$ cat config.mk
export PLATFORM = sky130hd
export DESIGN_NAME = rau_ctrl
export DESIGN_NICKNAME = d
export VERILOG_FILES = /design/src/design/rau_pkg.sv /design/src/design/rau_ctrl.sv
export SDC_FILE = /design/constraint.sdc
export NUM_CORES = 1
export LEC_CHECK = 0
export ABC_CLOCK_PERIOD_IN_PS = 1100
export BUFFER_PORTS_ARGS = -buffer_cell sky130_fd_sc_hd__buf_2
export CORE_AREA = 10 10 47 49
export DETAILED_ROUTE_END_ITERATION = 12
export DIE_AREA = 0 0 57 59
export PLACE_DENSITY = 0.5
export SLEW_MARGIN = 20
export SYNTH_ARGS = -nofsm -noshare
export SYNTH_HDL_FRONTEND = slang
export SYNTH_SLANG_ARGS = --single-unit
$ cat constraint.sdc
create_clock -name clk -period 1.1 [get_ports clk]
set_input_delay 0.165 -clock clk [delete_from_list [all_inputs] [get_ports clk]]
set_output_delay 0.165 -clock clk [all_outputs]
set_load 0.03 [all_outputs]
$ cat src/design/rau_pkg.sv
package rau_pkg;

	localparam int VALUE_WIDTH = 32;
	localparam int MAG_W = 64;
	localparam int K_W = 6;
	localparam int CNT_W = 7;

	localparam logic [2:0] CMD_NORM = 3'd0;
	localparam logic [2:0] CMD_ADD  = 3'd1;
	localparam logic [2:0] CMD_SUB  = 3'd2;
	localparam logic [2:0] CMD_MUL  = 3'd3;
	localparam logic [2:0] CMD_DIV  = 3'd4;
	localparam logic [2:0] CMD_CMP  = 3'd5;

	localparam logic [1:0] ERR_OK   = 2'd0;
	localparam logic [1:0] ERR_DIV0 = 2'd1;
	localparam logic [1:0] ERR_OVF  = 2'd2;

	typedef struct packed {
		logic load;
		logic mul;
		logic comb;
		logic ginit;
		logic gstep;
		logic dinit;
		logic dstep;
		logic out;
	} rau_cmd_t;

	typedef struct packed {
		logic early;
		logic is_cmp;
		logic mul_last;
		logic gcd_done;
		logic div_done;
	} rau_stat_t;

endpackage

$ cat src/design/rau_ctrl.sv
module rau_ctrl import rau_pkg::*; (
	input  logic      clk,
	input  logic      arst_n,
	input  logic      start,
	input  rau_stat_t stat,
	output rau_cmd_t  cmd,
	output logic      busy,
	output logic      done
);

	typedef enum logic [2:0] {
		S_IDLE, S_MUL, S_COMB, S_GINIT, S_GCD, S_DINIT, S_DIV, S_OUT
	} state_t;

	state_t state_q;
	logic done_q;

	assign busy = (state_q != S_IDLE);
	assign done = done_q;

	always_comb begin
		cmd = '0;
		cmd.load  = start && (state_q == S_IDLE);
		cmd.mul   = (state_q == S_MUL) && !stat.early;
		cmd.comb  = (state_q == S_COMB);
		cmd.ginit = (state_q == S_GINIT);
		cmd.gstep = (state_q == S_GCD) && !stat.gcd_done;
		cmd.dinit = (state_q == S_DINIT);
		cmd.dstep = (state_q == S_DIV) && !stat.div_done;
		cmd.out   = (state_q == S_OUT);
	end

	always_ff @(posedge clk or negedge arst_n) begin
		if (!arst_n) begin
			state_q <= S_IDLE;
			done_q <= 1'b0;
		end else begin
			done_q <= 1'b0;
			case (state_q)
				S_IDLE: begin
					if (start) state_q <= S_MUL;
				end
				S_MUL: begin
					if (stat.early) state_q <= S_OUT;
					else if (stat.mul_last) state_q <= S_COMB;
				end
				S_COMB: begin
					state_q <= stat.is_cmp ? S_OUT : S_GINIT;
				end
				S_GINIT: state_q <= S_GCD;
				S_GCD: begin
					if (stat.gcd_done) state_q <= S_DINIT;
				end
				S_DINIT: state_q <= S_DIV;
				S_DIV: begin
					if (stat.div_done) state_q <= S_OUT;
				end
				S_OUT: begin
					done_q <= 1'b1;
					state_q <= S_IDLE;
				end
				default: state_q <= S_IDLE;
			endcase
		end
	end

endmodule

# Yosys cells after proc, flatten, opt, wreduce, memory -nomap -nowiden
# Index checks and enable logic that the tools add are counted.
dict set report totals {
  reg_bits 4
  latch_bits 0
  ram_bits 0
  rom_bits 0
  input_bits 8
  output_inout_bits 10
  elab_cells 31
  n_memories 0
}
dict set report classes {
  addsub 0
  n_mul 0
  div_mod_pow 0
  n_lt_le_gt_ge 0
  eq_ne 11
  shift 0
  mux 8
  bitwise_logic 0
  n_reduce_logical 10
}
# cell n
set ops {}
lappend ops {{$pmux 3 s8} 1}
lappend ops {{$mux 3} 6}
lappend ops {{$eq 3x3->1 const B} 4}
lappend ops {{$eq 3x2->1 const B} 2}
lappend ops {{$ne 2x2->1 const B} 3}
lappend ops {{$logic_and 1x1->1} 4}
lappend ops {{$reduce_and 4->1} 1}
lappend ops {{$eq 3x1->1 const B} 1}
lappend ops {{$logic_not 1->1} 3}
lappend ops {{$logic_not 3->1} 1}
lappend ops {{$ne 3x3->1 const B} 1}
lappend ops {{$reduce_bool 3->1} 1}
lappend ops {{$mux 1} 1}

# Logic depth before layout (Yosys ltp)
# Gate-level depths: netlist of the first run.
dict set report depth {
  depth_word 3
  ltp_mapped 4
  depth_no_buf 3
}

# Worst setup path after synthesis of the first run
# Ideal clock, no wire load.
dict set report synth_timing {
  path_type {register to output}
  startpoint {register state_q[0]}
  endpoint {output cmd[3] (netlist bit)}
  arrival_ns 1.578
  t_required_ns 0.935
  setup_slack_ns -0.643
  stages_incl_launch_ff 3
  n_path_buf 1
  cell_sequence {dfrtp_1 -> buf_2 -> nor4b_1}
}
# element line_no
set synth_lines {}
lappend synth_lines {{from (decl)} rau_ctrl.sv:15} ;# state_t state_q;
lappend synth_lines {{from (signal assigned)} rau_ctrl.sv:48} ;# state_q <= stat.is_cmp ? S_OUT : S_GINIT;
lappend synth_lines {{to (decl)} rau_ctrl.sv:6} ;# output rau_cmd_t cmd,

==> run summary, run 1 <==
EDFF count, synth: 0
Gate Count Post-Synth: 32
H-tree levels: 1
Pint: 0.991 mW
Final setup violating endpoints: 10
Failing checks: setup timing
PD cells: 3040 nW/um^2
Crit-path max cell delay: 0.41 ns
Largest net degree at the start of global routing: 11
# rows: 14
CP Capture Type: output pin
Combinational power share: 0.737
Worst-Margin Slew: 0.225 ns
Core Region: 1400 um^2
Gpl congestion: 0.681
Vias: 323
Tmin final: 1.42 ns
Clk root buf: clkbuf_4
Yosys top cell area share: 0.369
Clock Latency Late Sink: 0.23 ns
Result of the run: finished with violations
Synthesized area: 272 um^2
DP HPWL: 721 um
Final net count: 69
Area of the multi-input gates: 210 um^2
Achievable frequency: 705 MHz
Most numerous cell in the Yosys netlist: nor2_1
Number of global-route vias before repair: 365
Total Wirelength: 905 um
Clk_skew: 0.00158 ns
CP max-delay cell: dfrtp_1
Clock power frac: 0.101
Drc violations: 0
Slew Limit Fails: 0
Antenna cell count: 0
Router iterations before antenna repair: 1
Die H: 59 um
I/O pins: 18
Clock sinks: 4
Post-route ant nets: 0
Synthesis-to-finish area growth: 114%
CTS tree: built
Async SR Flop Fraction: 1.00
Hold WS: 0.202 ns
Non-Filler Instances: 75
Yosys cell types: 20
Slew headroom: 0.849
Crit share post-route: 1.29
Final Worst Setup Slack: -0.319 ns
Seq pwr share: 0.162
Worst Hold Class: in2reg
Dominant cell type by area after synthesis: dfrtp_1
Net Switching: 0.776 mW
Filler instances: 161
Total track usage: 0.0624
Switch share: 0.439
Clk pin slew, worst setup/hold paths: 0.04 ns
Gr ovfl total: 0
Worst endpoint required time: 0.94 ns
Sequential Area: 100 um^2
Post-placement cell count: 69
Maximum VDD drop: 1210 uV
Starting DRC count in detailed routing: 0
Setup TNS: -2.07 ns
Num CTS Buffers: 3
CP Class: reg2out
Top post-synthesis cells by area: dfrtp_1 (37%), nor2_1 (8.3%), nand2b_1 (4.6%), buf_6 (4.1%), nand2_1 (4.1%)
Synth warn: 0
Synth top cells by count: nor2_1 (6), dfrtp_1 (4), nand2_1 (3)
Starting Density: 0.194
First-pass GRT wire length: 1.59 mm
Initial antenna violation count: 0
Layout cells sized above 1: 0.661
Die Span X: 57 um
Detail-routed via count per cell: 4.31
Main flop type after synthesis: dfrtp_1
Port Buffers: 17
Critical Path Fanout Max: 5
Die ar.: 3360 um^2
Syn Area/Cell: 8.48 um^2
RSZ-0062 raised after global routing: yes
CTS max path bufs: 2
Syn nets: 40
Synth Register Bits: 4
Worst setup SP type: flop
Total Power: 1.77 mW
Sequential element share of the synthesized area: 0.369
Hold Vio Cnt, Final: 0
Max Cap Viol: 0
Lkg Pwr: 0.279 nW
Arr. time, crit path: 1.25 ns
Critical-path cell list: or3_4, nor2_4, buf_6
Wire per inst: 12.1 um
## state kept, by name (all words and copies together) (netlist names)
name	cells
state_q	3
done	1
## critical path, delay by kind of cell, from the launching register on
| kind | cells | cell delay, ns |
|---|---|---|
| AND/OR/NAND/NOR | 2 | 0.49 |
| buffers and inverters | 1 | 0.13 |
| flip-flops | 1 | 0.41 |
## logic make-up (layout without fill, tap and decap cells)
group                  count (synthesis)  after routing  share of synthesized area
AND/OR/NAND/NOR                       18             18                      0.369
AO/OA/AOI/OAI                          5              5                      0.134
flip-flops                             4              4                      0.369
buffers and inverters                  4             31                     0.0922
multiplexers                           1              1                     0.0369
## stage by stage
step                 util  cell area (um^2)  setup WS, ns
floorplan               -               325        -0.187
global route        0.414               581        -0.373
finish              0.414               581        -0.319
CTS                 0.405               568        -0.330
global placement    0.328               459        -0.116
detailed placement  0.328               459        -0.127
## per-layer routing
layer | global-route usage | wire length (um) | vias up
li1 | - | - | 162
met1 | 0.0550 | 350 | 146
met2 | 0.0946 | 457 | 13
met3 | 0.0343 | 75 | 2
met4 | 0.0705 | 21 | 0
met5 | 0 | 0 | -
## what timing repair did
action / CTS / global route
setup buffers: 2 / 0
setup endpoints to repair: 10 / 10
resized for setup: 19 / 3
hold endpoints to repair: 4 / 0
pin swaps: 0 / 1
hold buffers: 1 / 0
## power groups by stage
stage | clock network [mW] | registers [mW] | logic, mW
2_1_floorplan | 0 | 0.270 | 0.762
3_3_place_gp | 0 | 0.273 | 1.06
3_5_place_dp | 0 | 0.277 | 1.06
4_1_cts | 0.186 | 0.281 | 1.28
5_1_grt | 0.198 | 0.296 | 1.40
6_report | 0.178 | 0.287 | 1.30
## worst paths after layout
check	from	end	slack, ns	cells past startpoint
max	state_q[1]	cmd[7]	-0.32	3
min	stat[2]	state_q[1]	0.20	3
max reg2reg	state_q[1]	state_q[0]	-0.03	4
min reg2reg	state_q[2]	state_q[2]	0.67	2
max in group asynchronous	arst_n	state_q[2]	0.72	2
min in group asynchronous	arst_n	state_q[0]	0.26	2
## cell usage in the layout (no fill, tap or decap), drive strengths merged
cell type / count
and3: 1
nor2b: 1
nand2: 3
or3: 1
inv: 1
buf: 26
mux2i: 1
o21ai: 2
nand2b: 2
nor3b: 1
nor3: 1
dfrtp: 4
nor4b: 1
o31ai: 1
a221o: 1
nor2: 6
clkbuf: 3
a21oi: 1
and3b: 1
dlygate4sd3: 1
## area by class of cell
class / instances / area share
Timing Repair Buffer: 27 / 0.386
Multi-Input combinational cell: 24 / 0.362
Sequential cell: 4 / 0.172
Clock buffer: 3 / 0.0388
Tap cell: 16 / 0.0345
Inverter: 1 / 0.00647
(Power assumes the default switching activity.)
==> run 2: changes to the inputs <==
--- a/config.mk
+++ b/config.mk
@@ -5,12 +5,13 @@
 export SDC_FILE = /design/constraint.sdc
 export NUM_CORES = 1
 export LEC_CHECK = 0
-export ABC_CLOCK_PERIOD_IN_PS = 1100
-export BUFFER_PORTS_ARGS = -buffer_cell sky130_fd_sc_hd__buf_2
+export ABC_CLOCK_PERIOD_IN_PS = 1500
 export CORE_AREA = 10 10 47 49
 export DETAILED_ROUTE_END_ITERATION = 12
 export DIE_AREA = 0 0 57 59
-export PLACE_DENSITY = 0.5
+export DONT_BUFFER_PORTS = 1
+export GPL_TIMING_DRIVEN = 1
+export PLACE_DENSITY = 0.38
 export SLEW_MARGIN = 20
 export SYNTH_ARGS = -nofsm -noshare
 export SYNTH_HDL_FRONTEND = slang
==> constraint.sdc (replaced) <==
create_clock -name clk -period 1.5 [get_ports clk]
set_input_delay 0.225 -clock clk [delete_from_list [all_inputs] [get_ports clk]]
set_output_delay 0.225 -clock clk [all_outputs]
set_load 0.03 [all_outputs]
==> run summary, run 2 (synthesis gave the netlist of run 1 again) <==
Layout cells sized above 1: 0.565 (was 0.661)
Total track usage: 0.0511 (was 0.0624)
Pint: 0.628 mW (was 0.991 mW)
Die Span X: 57 um (unchanged)
Post-placement setup slack: 0.186 ns (was -0.127 ns)
Post-route ant nets: 0 (unchanged)
CTS tree: built (unchanged)
RSZ-0062 raised after global routing: yes (unchanged)
Slew headroom: 0.769 (was 0.849)
Clk_skew: 0.00417 ns (was 0.00158 ns)
Max FFs per register: 3 (unchanged)
PD cells: 2490 nW/um^2 (was 3040 nW/um^2)
First-pass GRT wire length: 1.32 mm (was 1.59 mm)
Lkg Pwr: 0.217 nW (was 0.279 nW)
Critical Path Fanout Max: 3 (was 5)
CP max-delay cell: dfrtp_1 (unchanged)
Crit share post-route: 0.998
H-tree levels: 1 (unchanged)
Combinational power share: 0.683 (was 0.737)
Net Switching: 0.542 mW (was 0.776 mW)
Tmin final: 1.50 ns
Non-Filler Instances: 62 (was 75)
CP Class: reg2out (unchanged)
Switch share: 0.463 (was 0.439)
Clk pin slew, worst setup/hold paths: 0.04 ns (about the same)
Worst setup SP type: flop (unchanged)
# rows: 14 (unchanged)
CP Capture Type: output pin (unchanged)
Port Buffers: 0 (was 17)
Worst endpoint required time: 1.27 ns (was 0.94 ns)
Most common cell after layout, fill and taps aside: buf_4 (was buf_6)
Synthesis-to-finish area growth: 73.3% (was 114%)
Starting Density: 0.194 (unchanged)
Achievable frequency: 668 MHz
Seq pwr share: 0.203 (was 0.162)
Arr. time, crit path: 1.27 ns (was 1.25 ns)
Gr ovfl total: 0 (unchanged)
Starting DRC count in detailed routing: 5 (was 0)
Top delay family on crit path: simple AND/OR/NAND/NOR gates (unchanged)
Router iterations before antenna repair: 2 (was 1)
WP buf/inv: 1 (unchanged)
Clock sinks: 4 (unchanged)
Total Wirelength: 903 um (was 905 um)
Clock Latency Late Sink: 0.23 ns (about the same)
Vias: 290 (was 323)
Drc violations: 0 (unchanged)
Die ar.: 3360 um^2 (unchanged)
Clk root buf: clkbuf_4 (unchanged)
Core Region: 1400 um^2 (unchanged)
Initial antenna violation count: 0 (unchanged)
Largest Register: state_q (unchanged)
Max Cap Viol: 0 (unchanged)
Number of global-route vias before repair: 329 (was 365)
Total Power: 1.17 mW (was 1.77 mW)
Detail-routed via count per cell: 4.68 (was 4.31)
Hold Vio Cnt, Final: 0 (unchanged)
Antenna cell count: 0 (unchanged)
Maximum VDD drop: 993 uV (was 1210 uV)
Final net count: 56 (was 69)
Critical-path cell list: or3_4, nor2_4, buf_6 (unchanged)
Gpl congestion: 0.741 (was 0.681)
Post-DP Area: 352 um^2 (was 459 um^2)
Commonest non-fill, non-tap cells in the layout: buf_4 (8), nor2_1 (3), clkbuf_4 (3), dfrtp_1 (3), buf_6 (3) (was buf_6 (11), buf_2 (9), buf_4 (6), dfrtp_1 (4))
Post-placement cell count: 54 (was 69)
Final Worst Setup Slack: 0.00370 ns (was -0.319 ns)
DP HPWL: 653 um (was 721 um)
Worst-Margin Slew: 0.347 ns (was 0.225 ns)
Clock power frac: 0.114 (was 0.101)
Slew Limit Fails: 0 (unchanged)
CTS max path bufs: 2 (unchanged)
Largest net degree at the start of global routing: 11 (unchanged)
Filler instances: 154 (was 161)
I/O pins: 18 (unchanged)
Final std cell area, no fill: 470 um^2 (was 581 um^2)
Crit-path max cell delay: 0.42 ns (was 0.41 ns)
Die H: 59 um (unchanged)
Final setup violating endpoints: 0 (was 10)
Result of the run: finished, final reports clean (was finished with violations)
Worst reg-to-reg setup slack: 0.26 ns (was -0.03 ns)
Worst Hold Class: in2reg (unchanged)
Wire per inst: 14.6 um (was 12.1 um)
Num CTS Buffers: 3 (unchanged)
-- run 2: final timing paths --
kind / end / start / depth (start not counted)
worst max register to register: state_q[0] / state_q[1] / 5
max in group asynchronous: state_q[0] / arst_n / 1
worst min-delay path: state_q[0] / stat[4] / 2
worst min register to register: state_q[0] / state_q[2] / 3
worst max-delay path: cmd[7] / state_q[2] / 3
min in group asynchronous: state_q[2] / arst_n / 1
-- run 2: worst register-to-register path, delay by kind of cell, from the launching register on --
kind / cells / cell delay (ns)
flip-flops: 1 / 0.39
AO/OA/AOI/OAI: 2 / 0.36
buffers and inverters: 2 / 0.31
multiplexers: 1 / 0.11
-- run 2: layout make-up --
class                           instances  area (um^2)  share of cell area
Clock buffer                            3         22.5              0.0479
Inverter                                1         3.75             0.00798
Multi-Input combinational cell         24          194               0.412
Sequential cell                         4          101               0.215
Tap cell                               16         20.0              0.0426
Timing Repair Buffer                   14          129               0.274
-- run 2: timing repair --
| action | in CTS | in global routing |
|---|---|---|
| endpoints found under the hold margin | 4 | 0 |
| pin swaps | 0 | 2 |
| setup buffers | 2 | 1 |
| setup endpoints to repair | 3 | 4 |
| hold buffers | 1 | 0 |
| gates cloned | 0 | 1 |
| gates resized for setup | 2 | 9 |
-- run 2: power groups by stage --
stage | sequential (mW) | clock [mW] | combinational (mW)
floorplan | 0.197 | 0 | 0.477
global placement | 0.236 | 0 | 0.570
detailed placement | 0.240 | 0 | 0.571
CTS | 0.224 | 0.140 | 0.680
global route | 0.245 | 0.148 | 0.857
finish | 0.238 | 0.133 | 0.799
-- run 2: per-layer routing --
layer | vias up | part of all wire | track usage
met2 | 10 | 0.56 | 0.0853
met1 | 141 | 0.30 | 0.0358
met3 | 2 | 0.12 | 0.0322
met4 | 0 | 0.021 | 0.0604
li1 | 137 | - | -
met5 | - | 0 | 0
-- run 2: metrics by stage --
stage,utilization,hold slack (ns),setup TNS (ns)
floorplan,-,-0.0706,0
CTS,0.297,0.156,-0.00303
finish,0.336,0.163,0
global placement,0.251,-0.0705,0
global route,0.336,0.156,-0.0659
detailed placement,0.251,-0.0705,0
